===== config.mk =====
export PLATFORM = sky130hd
export DESIGN_NAME = http_request_line_parser_unit_flat
export DESIGN_NICKNAME = d
export VERILOG_FILES = /design/src/rtl/hrlp_pkg.sv /design/src/rtl/hrlp_stream_if.sv /design/src/rtl/http_request_line_parser_unit.sv /design/src/rtl/hrlp_front.sv /design/src/rtl/hrlp_queue.sv /design/src/rtl/hrlp_back.sv /design/src/flat_wrapper.sv
export SDC_FILE = /design/constraint.sdc
export NUM_CORES = 2
export LEC_CHECK = 0
export BUFFER_PORTS_ARGS = -buffer_cell sky130_fd_sc_hd__buf_2
export CORE_MARGIN = 8
export CORE_UTILIZATION = 45
export CTS_CLUSTER_SIZE = 28
export DETAILED_ROUTE_END_ITERATION = 16
export PLACE_DENSITY_LB_ADDON = 0.08
export RECOVER_POWER = 25
export SYNTH_ARGS = -nofsm -noshare
export SYNTH_HDL_FRONTEND = slang
export SYNTH_HIERARCHICAL = 1
export SYNTH_SLANG_ARGS = --single-unit

===== constraint.sdc =====
create_clock -name clock -period 20.7 [get_ports clock]
set_input_delay 4.14 -clock clock [delete_from_list [all_inputs] [get_ports clock]]
set_output_delay 4.14 -clock clock [all_outputs]
set_load 0.1 [all_outputs]

===== src/rtl/hrlp_pkg.sv =====
// Package for the HTTP request line parser: widths, status codes, version phases,
// register indexes and the channel payload types. No dependencies.
package hrlp_pkg;

   localparam int MaxLine  = 8192;
   localparam int PosW     = 13;
   localparam int TrkW     = 15;
   localparam int CsrIdxW  = 1;
   localparam int CsrDataW = 1;

   localparam logic [CsrIdxW-1:0] CSR_RELAXED = 1'd0;
   localparam logic [CsrIdxW-1:0] CSR_LAX     = 1'd1;

   typedef enum logic [2:0] {
      ST_MORE    = 3'd0,
      ST_OK      = 3'd1,
      ST_BAD     = 3'd2,
      ST_VERSION = 3'd3,
      ST_LONG    = 3'd4
   } status_type;

   typedef enum logic [3:0] {
      PH_H = 4'd0, PH_T1 = 4'd1, PH_T2 = 4'd2, PH_P = 4'd3, PH_SL = 4'd4,
      PH_MAJ0 = 4'd5, PH_MAJ = 4'd6, PH_MIN0 = 4'd7, PH_MIN = 4'd8,
      PH_BAD_PREFIX = 4'd9, PH_BAD_NUMBER = 4'd10
   } phase_type;

   typedef struct packed {
      logic [7:0] data_byte;
      logic       start_flag;
   } req_type;

   typedef struct packed {
      logic [2:0]      status;
      logic [PosW-1:0] method_start;
      logic [PosW-1:0] method_end;
      logic [PosW-1:0] uri_start;
      logic [PosW-1:0] uri_end;
      logic [PosW-1:0] version_start;
      logic [PosW-1:0] line_last;
      logic [PosW-1:0] terminator_pos;
      logic [15:0]     version_major;
      logic [15:0]     version_minor;
   } rsp_type;

   // Snapshot of the tracker handed from the front to the back stage.
   typedef struct packed {
      logic            done;      // held result is to be repeated
      logic            finish;    // line complete, evaluate
      logic [2:0]      status;    // status when not finishing
      logic            lax;
      logic [TrkW-1:0] s;
      logic [TrkW-1:0] fw;
      logic [TrkW-1:0] lw;
      logic [TrkW-1:0] sw;
      logic [TrkW-1:0] uec;
      logic [TrkW-1:0] lend;
      logic [TrkW-1:0] term;
      logic [3:0]      phase;
      logic [16:0]     major;
      logic [16:0]     minor;
   } job_type;

endpackage


===== src/rtl/hrlp_stream_if.sv =====
// Valid/ready channel interface carrying one payload word.
// Payload type is supplied by the instantiating module.
interface hrlp_stream_if #(parameter type payload_type = logic) (input logic clock);
   logic        valid;
   logic        ready;
   payload_type payload;
   modport source (output valid, output payload, input ready);
   modport sink   (input valid, input payload, output ready);
endinterface


===== src/rtl/http_request_line_parser_unit.sv =====
// Top level of the HTTP request line parser: front tracker, job queue, back evaluator.
// Depends on hrlp_pkg, hrlp_stream_if, hrlp_front, hrlp_queue and hrlp_back.
//
//   channel | direction | payload
//   req     | in        | data_byte, start_flag
//   rsp     | out       | status and nine offset/version fields
//   csr     | in        | relaxed_mode (index 0), lax_version (index 1)
//
// One byte is accepted per cycle unless the result output stalls; its result is registered
// in the queue and then in the back stage. The rate is set by the front stage tracker update.
// Reset is synchronous and clears all line state and both registers.
// A stalled result output backs up through the two-entry queue to req.ready.
module http_request_line_parser_unit (
   input  logic                         clock,
   input  logic                         reset,
   hrlp_stream_if.sink                  req,
   hrlp_stream_if.source                rsp,
   input  logic                         csr_write_enable,
   input  logic [hrlp_pkg::CsrIdxW-1:0] csr_index,
   input  logic [hrlp_pkg::CsrDataW-1:0] csr_write_data
);
   import hrlp_pkg::*;

   logic    relaxed_ff, lax_ff;
   logic    fq_valid, fq_ready, qb_valid, qb_ready;
   job_type fq_job, qb_job;

   always_ff @(posedge clock) begin
      if (reset) begin
         relaxed_ff <= 1'b0;
         lax_ff     <= 1'b0;
      end else if (csr_write_enable) begin
         unique case (csr_index)
            CSR_RELAXED: relaxed_ff <= csr_write_data[0];
            CSR_LAX:     lax_ff     <= csr_write_data[0];
            default:     ;
         endcase
      end
   end

   hrlp_front u_front (
      .clock, .reset, .relaxed(relaxed_ff), .lax(lax_ff),
      .in_valid(req.valid), .in_data(req.payload), .in_ready(req.ready),
      .job_valid(fq_valid), .job(fq_job), .job_ready(fq_ready)
   );

   hrlp_queue u_queue (
      .clock, .reset, .in_valid(fq_valid), .in_job(fq_job), .in_ready(fq_ready),
      .out_valid(qb_valid), .out_job(qb_job), .out_ready(qb_ready)
   );

   hrlp_back u_back (
      .clock, .reset, .job_valid(qb_valid), .job(qb_job), .job_ready(qb_ready),
      .out_valid(rsp.valid), .out_data(rsp.payload), .out_ready(rsp.ready)
   );
endmodule


===== src/rtl/hrlp_front.sv =====
// Front stage: tracks positions and the version sub-machine byte by byte.
// Depends on hrlp_pkg; emits one job per byte to the queue.
module hrlp_front (
   input  logic               clock,
   input  logic               reset,
   input  logic               relaxed,
   input  logic               lax,
   input  logic               in_valid,
   input  hrlp_pkg::req_type  in_data,
   output logic               in_ready,
   output logic               job_valid,
   output hrlp_pkg::job_type  job,
   input  logic               job_ready
);
   import hrlp_pkg::*;

   logic [TrkW-1:0] pos_ff, pos_in, mb_ff, mb_in, fw_ff, fw_in, lw_ff, lw_in;
   logic [TrkW-1:0] sw_ff, sw_in, ln_ff, ln_in, uec_ff, uec_in, ll_ff, ll_in;
   logic            cr_ff, cr_in, fin_ff, fin_in;
   logic [3:0]      ph_ff, ph_in;
   logic [16:0]     maj_ff, maj_in, min_ff, min_in;
   logic            fire;
   logic [7:0]      b, lc;
   logic [16:0]     acc;
   logic [7:0]      hw;
   logic            dig, ws;
   logic [2:0]      st;
   logic            fin;
   logic [TrkW-1:0] lend;
   logic [TrkW-1:0] p;
   logic            s_fin;
   logic [TrkW-1:0] s_mb, s_fw, s_lw, s_sw, s_ln, s_uec, s_ll;
   logic            s_cr;
   logic [3:0]      s_ph;
   logic [16:0]     s_maj, s_min;

   assign in_ready  = job_ready;
   assign job_valid = in_valid;
   assign fire      = in_valid && job_ready;
   assign b         = in_data.data_byte;
   assign lc        = (b >= 8'h41 && b <= 8'h5A) ? b + 8'd32 : b;
   assign dig       = b >= 8'h30 && b <= 8'h39;
   assign ws        = b == 8'h20 || b == 8'h09 || b == 8'h0A || b == 8'h0B ||
                      b == 8'h0C || b == 8'h0D;

   // The expected prefix letter follows the phase as seen after a start of line.
   always_comb begin
      unique case (s_ph[2:0])
         3'd0:    hw = 8'h68;
         3'd1:    hw = 8'h74;
         3'd2:    hw = 8'h74;
         3'd3:    hw = 8'h70;
         default: hw = 8'h2F;
      endcase
   end

   always_comb begin
      // Start of line clears the tracker before the byte is applied.
      if (in_data.start_flag) begin
         p = '0; s_mb = '0; s_fw = '1; s_lw = '1; s_sw = '1; s_ln = '1;
         s_uec = '1; s_ll = '1; s_cr = 1'b0; s_ph = '0; s_maj = '0; s_min = '0;
         s_fin = 1'b0;
      end else begin
         p = pos_ff; s_mb = mb_ff; s_fw = fw_ff; s_lw = lw_ff; s_sw = sw_ff;
         s_ln = ln_ff; s_uec = uec_ff; s_ll = ll_ff; s_cr = cr_ff; s_ph = ph_ff;
         s_maj = maj_ff; s_min = min_ff; s_fin = fin_ff;
      end
      pos_in = p; mb_in = s_mb; fw_in = s_fw; lw_in = s_lw; sw_in = s_sw;
      ln_in = s_ln; uec_in = s_uec; ll_in = s_ll; cr_in = s_cr; ph_in = s_ph;
      maj_in = s_maj; min_in = s_min; fin_in = s_fin;
      st = ST_MORE; fin = 1'b0; lend = s_ll; acc = '0;
      if (!s_fin) begin
         if (s_cr) begin
            if (b == 8'h0A) fin = 1'b1;
            else if (!(b == 8'h0D && relaxed)) st = ST_BAD;
         end else begin
            if (relaxed && b == 8'h20 && s_mb == p) mb_in = p + 1'b1;
            if (b == 8'h20) begin
               lw_in = p;
               if ($signed(s_fw) < $signed(mb_in)) fw_in = p;
               uec_in = s_ln; ph_in = '0; maj_in = '0; min_in = '0;
            end
            if ($signed(s_sw) < $signed(fw_in) && b != 8'h20 && b != 8'h09) sw_in = p;
            if (b == 8'h0A) begin
               fin = 1'b1; lend = p - 1'b1;
            end else if (b == 8'h0D) begin
               cr_in = 1'b1; ll_in = p - 1'b1;
            end else begin
               if (!ws) ln_in = p;
               if (b != 8'h20) begin
                  if (ph_in < 4'd5) begin
                     ph_in = (lc == hw) ? ph_in + 1'b1 : PH_BAD_PREFIX;
                  end else if (ph_in == PH_MAJ0 || ph_in == PH_MAJ) begin
                     if (dig) begin
                        acc = (ph_in == PH_MAJ0) ? 17'd0 : maj_in;
                        maj_in = ({acc[13:0], 3'b0} + {acc[15:0], 1'b0}) + {9'd0, b - 8'h30};
                        ph_in = (acc >= 17'd6554 || maj_in[16]) ? PH_BAD_NUMBER : PH_MAJ;
                     end else if (ph_in == PH_MAJ && b == 8'h2E) ph_in = PH_MIN0;
                     else ph_in = PH_BAD_NUMBER;
                  end else if (ph_in == PH_MIN0 || ph_in == PH_MIN) begin
                     if (dig) begin
                        acc = (ph_in == PH_MIN0) ? 17'd0 : min_in;
                        min_in = ({acc[13:0], 3'b0} + {acc[15:0], 1'b0}) + {9'd0, b - 8'h30};
                        ph_in = (acc >= 17'd6554 || min_in[16]) ? PH_BAD_NUMBER : PH_MIN;
                     end else ph_in = PH_BAD_NUMBER;
                  end
               end
            end
         end
         pos_in = p + 1'b1;
         if (!fin && st == ST_MORE && pos_in >= TrkW'(MaxLine)) st = ST_LONG;
         if (fin || st != ST_MORE) fin_in = 1'b1;
      end
      if (fin) ll_in = lend;
      job.done = s_fin; job.finish = fin; job.status = st; job.lax = lax;
      job.s = mb_in; job.fw = fw_in; job.lw = lw_in; job.sw = sw_in;
      job.uec = uec_in; job.lend = lend; job.term = p; job.phase = ph_in;
      job.major = maj_in; job.minor = min_in;
   end

   always_ff @(posedge clock) begin
      if (reset) begin
         pos_ff <= '0; mb_ff <= '0; fw_ff <= '1; lw_ff <= '1; sw_ff <= '1;
         ln_ff <= '1; uec_ff <= '1; ll_ff <= '1; cr_ff <= 1'b0; ph_ff <= '0;
         maj_ff <= '0; min_ff <= '0; fin_ff <= 1'b0;
      end else if (fire) begin
         pos_ff <= pos_in; mb_ff <= mb_in; fw_ff <= fw_in; lw_ff <= lw_in;
         sw_ff <= sw_in; ln_ff <= ln_in; uec_ff <= uec_in; ll_ff <= ll_in;
         cr_ff <= cr_in; ph_ff <= ph_in; maj_ff <= maj_in; min_ff <= min_in;
         fin_ff <= fin_in;
      end
   end
endmodule


===== src/rtl/hrlp_queue.sv =====
// Two-entry queue of jobs between the front and back stages.
// Depends on hrlp_pkg.
module hrlp_queue (
   input  logic              clock,
   input  logic              reset,
   input  logic              in_valid,
   input  hrlp_pkg::job_type in_job,
   output logic              in_ready,
   output logic              out_valid,
   output hrlp_pkg::job_type out_job,
   input  logic              out_ready
);
   import hrlp_pkg::*;

   job_type    mem_ff [2];
   logic       wp_ff, wp_in, rp_ff, rp_in;
   logic [1:0] cnt_ff, cnt_in;
   logic       push, pop;

   assign in_ready  = cnt_ff != 2'd2;
   assign out_valid = cnt_ff != 2'd0;
   assign out_job   = mem_ff[rp_ff];
   assign push      = in_valid && in_ready;
   assign pop       = out_valid && out_ready;
   assign wp_in     = wp_ff ^ push;
   assign rp_in     = rp_ff ^ pop;
   assign cnt_in    = cnt_ff + {1'b0, push} - {1'b0, pop};

   always_ff @(posedge clock) begin
      if (reset) begin
         wp_ff <= 1'b0; rp_ff <= 1'b0; cnt_ff <= '0;
      end else begin
         wp_ff <= wp_in; rp_ff <= rp_in; cnt_ff <= cnt_in;
      end
   end

   always_ff @(posedge clock) begin
      if (push) mem_ff[wp_ff] <= in_job;
   end
endmodule


===== src/rtl/hrlp_back.sv =====
// Back stage: evaluates a finished line, holds the final result and drives
// the registered result word. Depends on hrlp_pkg.
module hrlp_back (
   input  logic              clock,
   input  logic              reset,
   input  logic              job_valid,
   input  hrlp_pkg::job_type job,
   output logic              job_ready,
   output logic              out_valid,
   output hrlp_pkg::rsp_type out_data,
   input  logic              out_ready
);
   import hrlp_pkg::*;

   rsp_type         res, held_ff, held_in, out_ff;
   logic            ov_ff;
   logic [2:0]      st;
   logic [TrkW-1:0] uend, vst;
   logic [16:0]     vmaj, vmin;
   logic            take;

   assign job_ready = !ov_ff || out_ready;
   assign take      = job_valid && job_ready;
   assign out_valid = ov_ff;
   assign out_data  = out_ff;

   function automatic logic lt(input logic [TrkW-1:0] a, input logic [TrkW-1:0] c);
      return $signed(a) < $signed(c);
   endfunction

   always_comb begin
      st = job.status; uend = job.lend; vst = '0; vmaj = '0; vmin = 17'd9;
      if (job.finish) begin
         st = ST_OK;
         if (lt(job.lend, job.s) || lt(job.lend, job.fw) || lt(job.fw, job.s) ||
             lt(job.fw - 1'b1, job.s)) st = ST_BAD;
         else if (lt(job.lend, job.sw) || lt(job.sw, job.s)) st = ST_BAD;
         else if (!(lt(job.lw, job.sw) && !lt(job.lw, job.s))) begin
            uend = job.uec;
            if (lt(job.lw, job.sw) || lt(job.uec, job.sw)) st = ST_BAD;
            else if (!lt(job.lw, job.lend)) st = ST_BAD;
            else if (job.phase < 4'd5 || job.phase == PH_BAD_PREFIX) begin
               if (!job.lax) st = ST_VERSION;
               else uend = job.lend;
            end else if (job.phase != PH_MIN) st = ST_VERSION;
            else begin
               vst = job.lw + 1'b1; vmaj = job.major; vmin = job.minor;
            end
         end
      end
      res = '0;
      res.status = st;
      if (st == ST_OK) begin
         res.method_start   = job.s[PosW-1:0];
         res.method_end     = job.fw[PosW-1:0] - 1'b1;
         res.uri_start      = job.sw[PosW-1:0];
         res.uri_end        = uend[PosW-1:0];
         res.version_start  = vst[PosW-1:0];
         res.line_last      = job.lend[PosW-1:0];
         res.terminator_pos = job.term[PosW-1:0];
         res.version_major  = vmaj[15:0];
         res.version_minor  = vmin[15:0];
      end
      if (job.done) res = held_ff;
      held_in = (st != ST_MORE && !job.done) ? res : held_ff;
   end

   always_ff @(posedge clock) begin
      if (reset) begin
         ov_ff <= 1'b0;
      end else if (job_ready) begin
         ov_ff <= job_valid;
      end
   end

   always_ff @(posedge clock) begin
      if (take) begin
         out_ff  <= res;
         held_ff <= held_in;
      end
   end
endmodule


===== src/flat_wrapper.sv =====
// flat-port wrapper written by rule: the top's interface ports become plain ports
module http_request_line_parser_unit_flat import hrlp_pkg::*;
  (clock, reset, csr_write_enable, csr_index, csr_write_data, req_valid, req_payload, req_ready, rsp_valid, rsp_payload, rsp_ready);
  hrlp_stream_if #(.payload_type(req_type)) req_i (.clock(clock));
  hrlp_stream_if #(.payload_type(rsp_type)) rsp_i (.clock(clock));
  input  logic clock;
  input  logic reset;
  input  logic csr_write_enable;
  input  logic [hrlp_pkg::CsrIdxW-1:0] csr_index;
  input  logic [hrlp_pkg::CsrDataW-1:0] csr_write_data;
  input wire logic [$bits(req_i.valid)-1:0] req_valid;
  input wire logic [$bits(req_i.payload)-1:0] req_payload;
  output wire logic [$bits(req_i.ready)-1:0] req_ready;
  output wire logic [$bits(rsp_i.valid)-1:0] rsp_valid;
  output wire logic [$bits(rsp_i.payload)-1:0] rsp_payload;
  input wire logic [$bits(rsp_i.ready)-1:0] rsp_ready;
  assign req_i.valid = req_valid;
  assign req_i.payload = req_payload;
  assign req_ready = req_i.ready;
  assign rsp_valid = rsp_i.valid;
  assign rsp_payload = rsp_i.payload;
  assign rsp_i.ready = rsp_ready;
  http_request_line_parser_unit u_core (.clock(clock), .reset(reset), .req(req_i), .rsp(rsp_i), .csr_write_enable(csr_write_enable), .csr_index(csr_index), .csr_write_data(csr_write_data));
endmodule

==> results_dict.tcl <==
set metrics [dict create \
    status "finished with violations" \
    violations "capacitance limit, slew limit" \
    layout_setup_ws_ns 5.88 \
    dr.pass1.iters 5 \
    rsz0062_at_grt "false" \
    grt_pass1_wl_mm 170 \
    gp_congestion 0.903 \
    period_minus_slack_ns 14.82 \
    tns_ns 0 \
    vias 26600 \
    min_period_over_period_pct 71.6 \
    worstMarginPinSlew_ns 8.84 \
    syn_nets 3511 \
    cp_num_buf_inv 4 \
    seq_power_share_pct 34.0 \
    port-buffer-count 143 \
    track_usage_pct 24.5 \
    cp_slowest_cell "clkbuf_1" \
    path_common_cell "nand2_1" \
    power.switching_uw 2730 \
    cts_setup_buffers 0 \
    hold_viol_final 0 \
    hpwl_mm 82.4 \
    cts-root-buf "clkbuf_16" \
    p_total_uw 6360 \
    hold_buffers 0 \
    die_w_um 303 \
    netlist_area_mm2 0.0372 \
    pre_cts_ws_ns 8.30 \
    clock.fmax_ghz 0.0675 \
    avgSynthCellArea_um2 11.4 \
    cts_tree "yes" \
    multiInputGateArea_mm2 0.0162 \
    routed_via_density 5.94 \
    setup-violations-final 0 \
    skew_ns 0.0447 \
    use_met3_pct 3.00 \
    ir_drop_v 0.000138 \
    cp-start-kind "primary input" \
    slew_headroom_pct -489 \
    cts_resized 0 \
    ctsLongestPathBuffers 3 \
    clock_latency_ns 0.64 \
    powerDensity_mw_per_mm2 155 \
    worstSetupEndpointType "register" \
    area_delta_synth_final_pct 10.3 \
    leakagePower_uw 0.0152 \
    cts-buffers-inserted 78 \
    start_util_pct 45.4 \
    ios 144 \
    busiest_layer "met2" \
    drc_errors 0 \
    rows 105 \
    drive_gt1_share_pct 11.4 \
    fillCellCount 7419 \
    grt_antenna_before_repair 3 \
    hp-class "register to register" \
    htree_levels 3 \
    grt_pass1_vias 25900 \
    die_area_mm2 0.0921 \
    regArea_mm2 0.0196 \
    max_cap_viol_count 13 \
    critical_path_class "primary input to register" \
    final_antenna_net_count 0 \
    clkPwrFrac_pct 21.9 \
    routed_wl_mm 115 \
    hold_ws_ns 0.475 \
    worstPathRequired_ns 21.08 \
    p_sw_share_pct 43.0 \
    globalRouteOverflowTotal 0 \
    core_mm2 0.0820 \
    chipHeight_um 303 \
    cp-startpoint "req_payload[0]" \
    use_met2_pct 37.7 \
    nNetsFinal 3593 \
    wl_per_cell_um 25.8 \
    crit_path_max_incr_delay_ns 2.25 \
    grt_max_degree 113 \
    slew_violations 697 \
    internal-power_uw 3630 \
    path_clk_slew_ns 0.06 \
    r2r-start "u_core/u_queue/rp_ff" \
    worstPathMaxFanout 71 \
    min-delay-start "u_core/u_front/fw_ff[1]" \
    ys_warn_count 6 \
    crit_arrival_ns 15.20 \
    gr-usage-met1_pct 36.4 \
    syn_inst 3251 \
    p_comb_share_pct 44.1 \
    cp_top_family "buffers and inverters" \
    clkSinkCount 709 \
    drtIter0Drc 2619 \
    reg2reg_setup_slack_ns 6.03 \
]
## registers in the layout, indices dropped and copies added (netlist names), 17 cells and up
register                cells
u_core/u_front/maj_ff      17
u_core/u_back/out_data    126
u_core/u_front/min_ff      17
u_core/u_queue/mem_ff     290
u_core/u_back/held_ff     126
## metrics by stage
stage                     cells  utilization (%)  area [um^2]
after floorplan            3251                -        37200
after global placement     4323             47.2        38700
after detailed placement   4323             47.2        38700
after CTS                  4468             50.3        41300
after global routing       4468             50.0        41000
final                      4472             50.0        41000
## worst register-to-register path: stages, from the launching register on
cell and delay (ns):
dfxtp_1 1.79, clkbuf_1 6.31, mux2_1 1.02, inv_1 0.12
ha_1 0.28, nand3_1 0.19, nor3_1 0.08, xnor2_1 0.39
ha_1 0.21, a21o_1 0.12, a211oi_1 0.06, mux2_2 0.27
o21ai_0 0.08, a21oi_1 0.07, nor4_1 1.11, nand2_2 0.17
o21ai_0 0.21, o211a_4 0.86, buf_4 0.81
## cells in the final DEF (no fill, tap or decap), types with 23 or more instances in the layout
cell	instances
a211oi_1	28
a21o_1	28
a21oi_1	156
a22o_1	107
a31oi_1	23
and2_1	41
buf_4	25
clkbuf_1	157
clkbuf_16	79
dfxtp_1	167
edfxtp_1	542
ha_1	232
inv_1	139
mux2_2	66
mux2_4	109
mux2i_1	38
nand2_1	338
nand2b_1	27
nand3_1	59
nand4_1	28
nor2_1	218
nor2b_1	26
nor3_1	69
o21ai_0	208
or2_2	24
xnor2_1	69
## cell type report
type | instances | area share (%)
inverters | 143 | 1.31
diodes | 4 | 0.0244
flip-flops and latches | 709 | 47.8
repair buffers | 174 | 1.86
well taps | 1070 | 3.26
clock inverters | 38 | 1.10
clock buffers | 107 | 5.25
multi-input cells | 2227 | 39.4
## worst paths after layout
check / to / cells after the start
setup / recovery: u_core/u_queue/mem_ff[0][84] / 29
hold reg to reg: u_core/u_front/fw_ff[1] / 2
hold / removal: u_core/u_front/fw_ff[1] / 2
setup reg to reg: u_core/u_back/held_ff[47] / 18
## metal layers
layer,routed length [um],up-vias
met4,3230,0
met5,0,-
met2,50900,949
li1,-,12200
met1,54400,13200
met3,6650,159
## power by group through the flow
stage	Sequential, uW	Combinational (uW)	Clock [uW]
final	2160	2800	1400
after global routing	2200	2990	1480
after CTS	2160	2780	1430
after detailed placement	2180	2770	0
after global placement	2170	2710	0
after floorplan	3000	1330	0
Power figures use the tool's default switching activity.
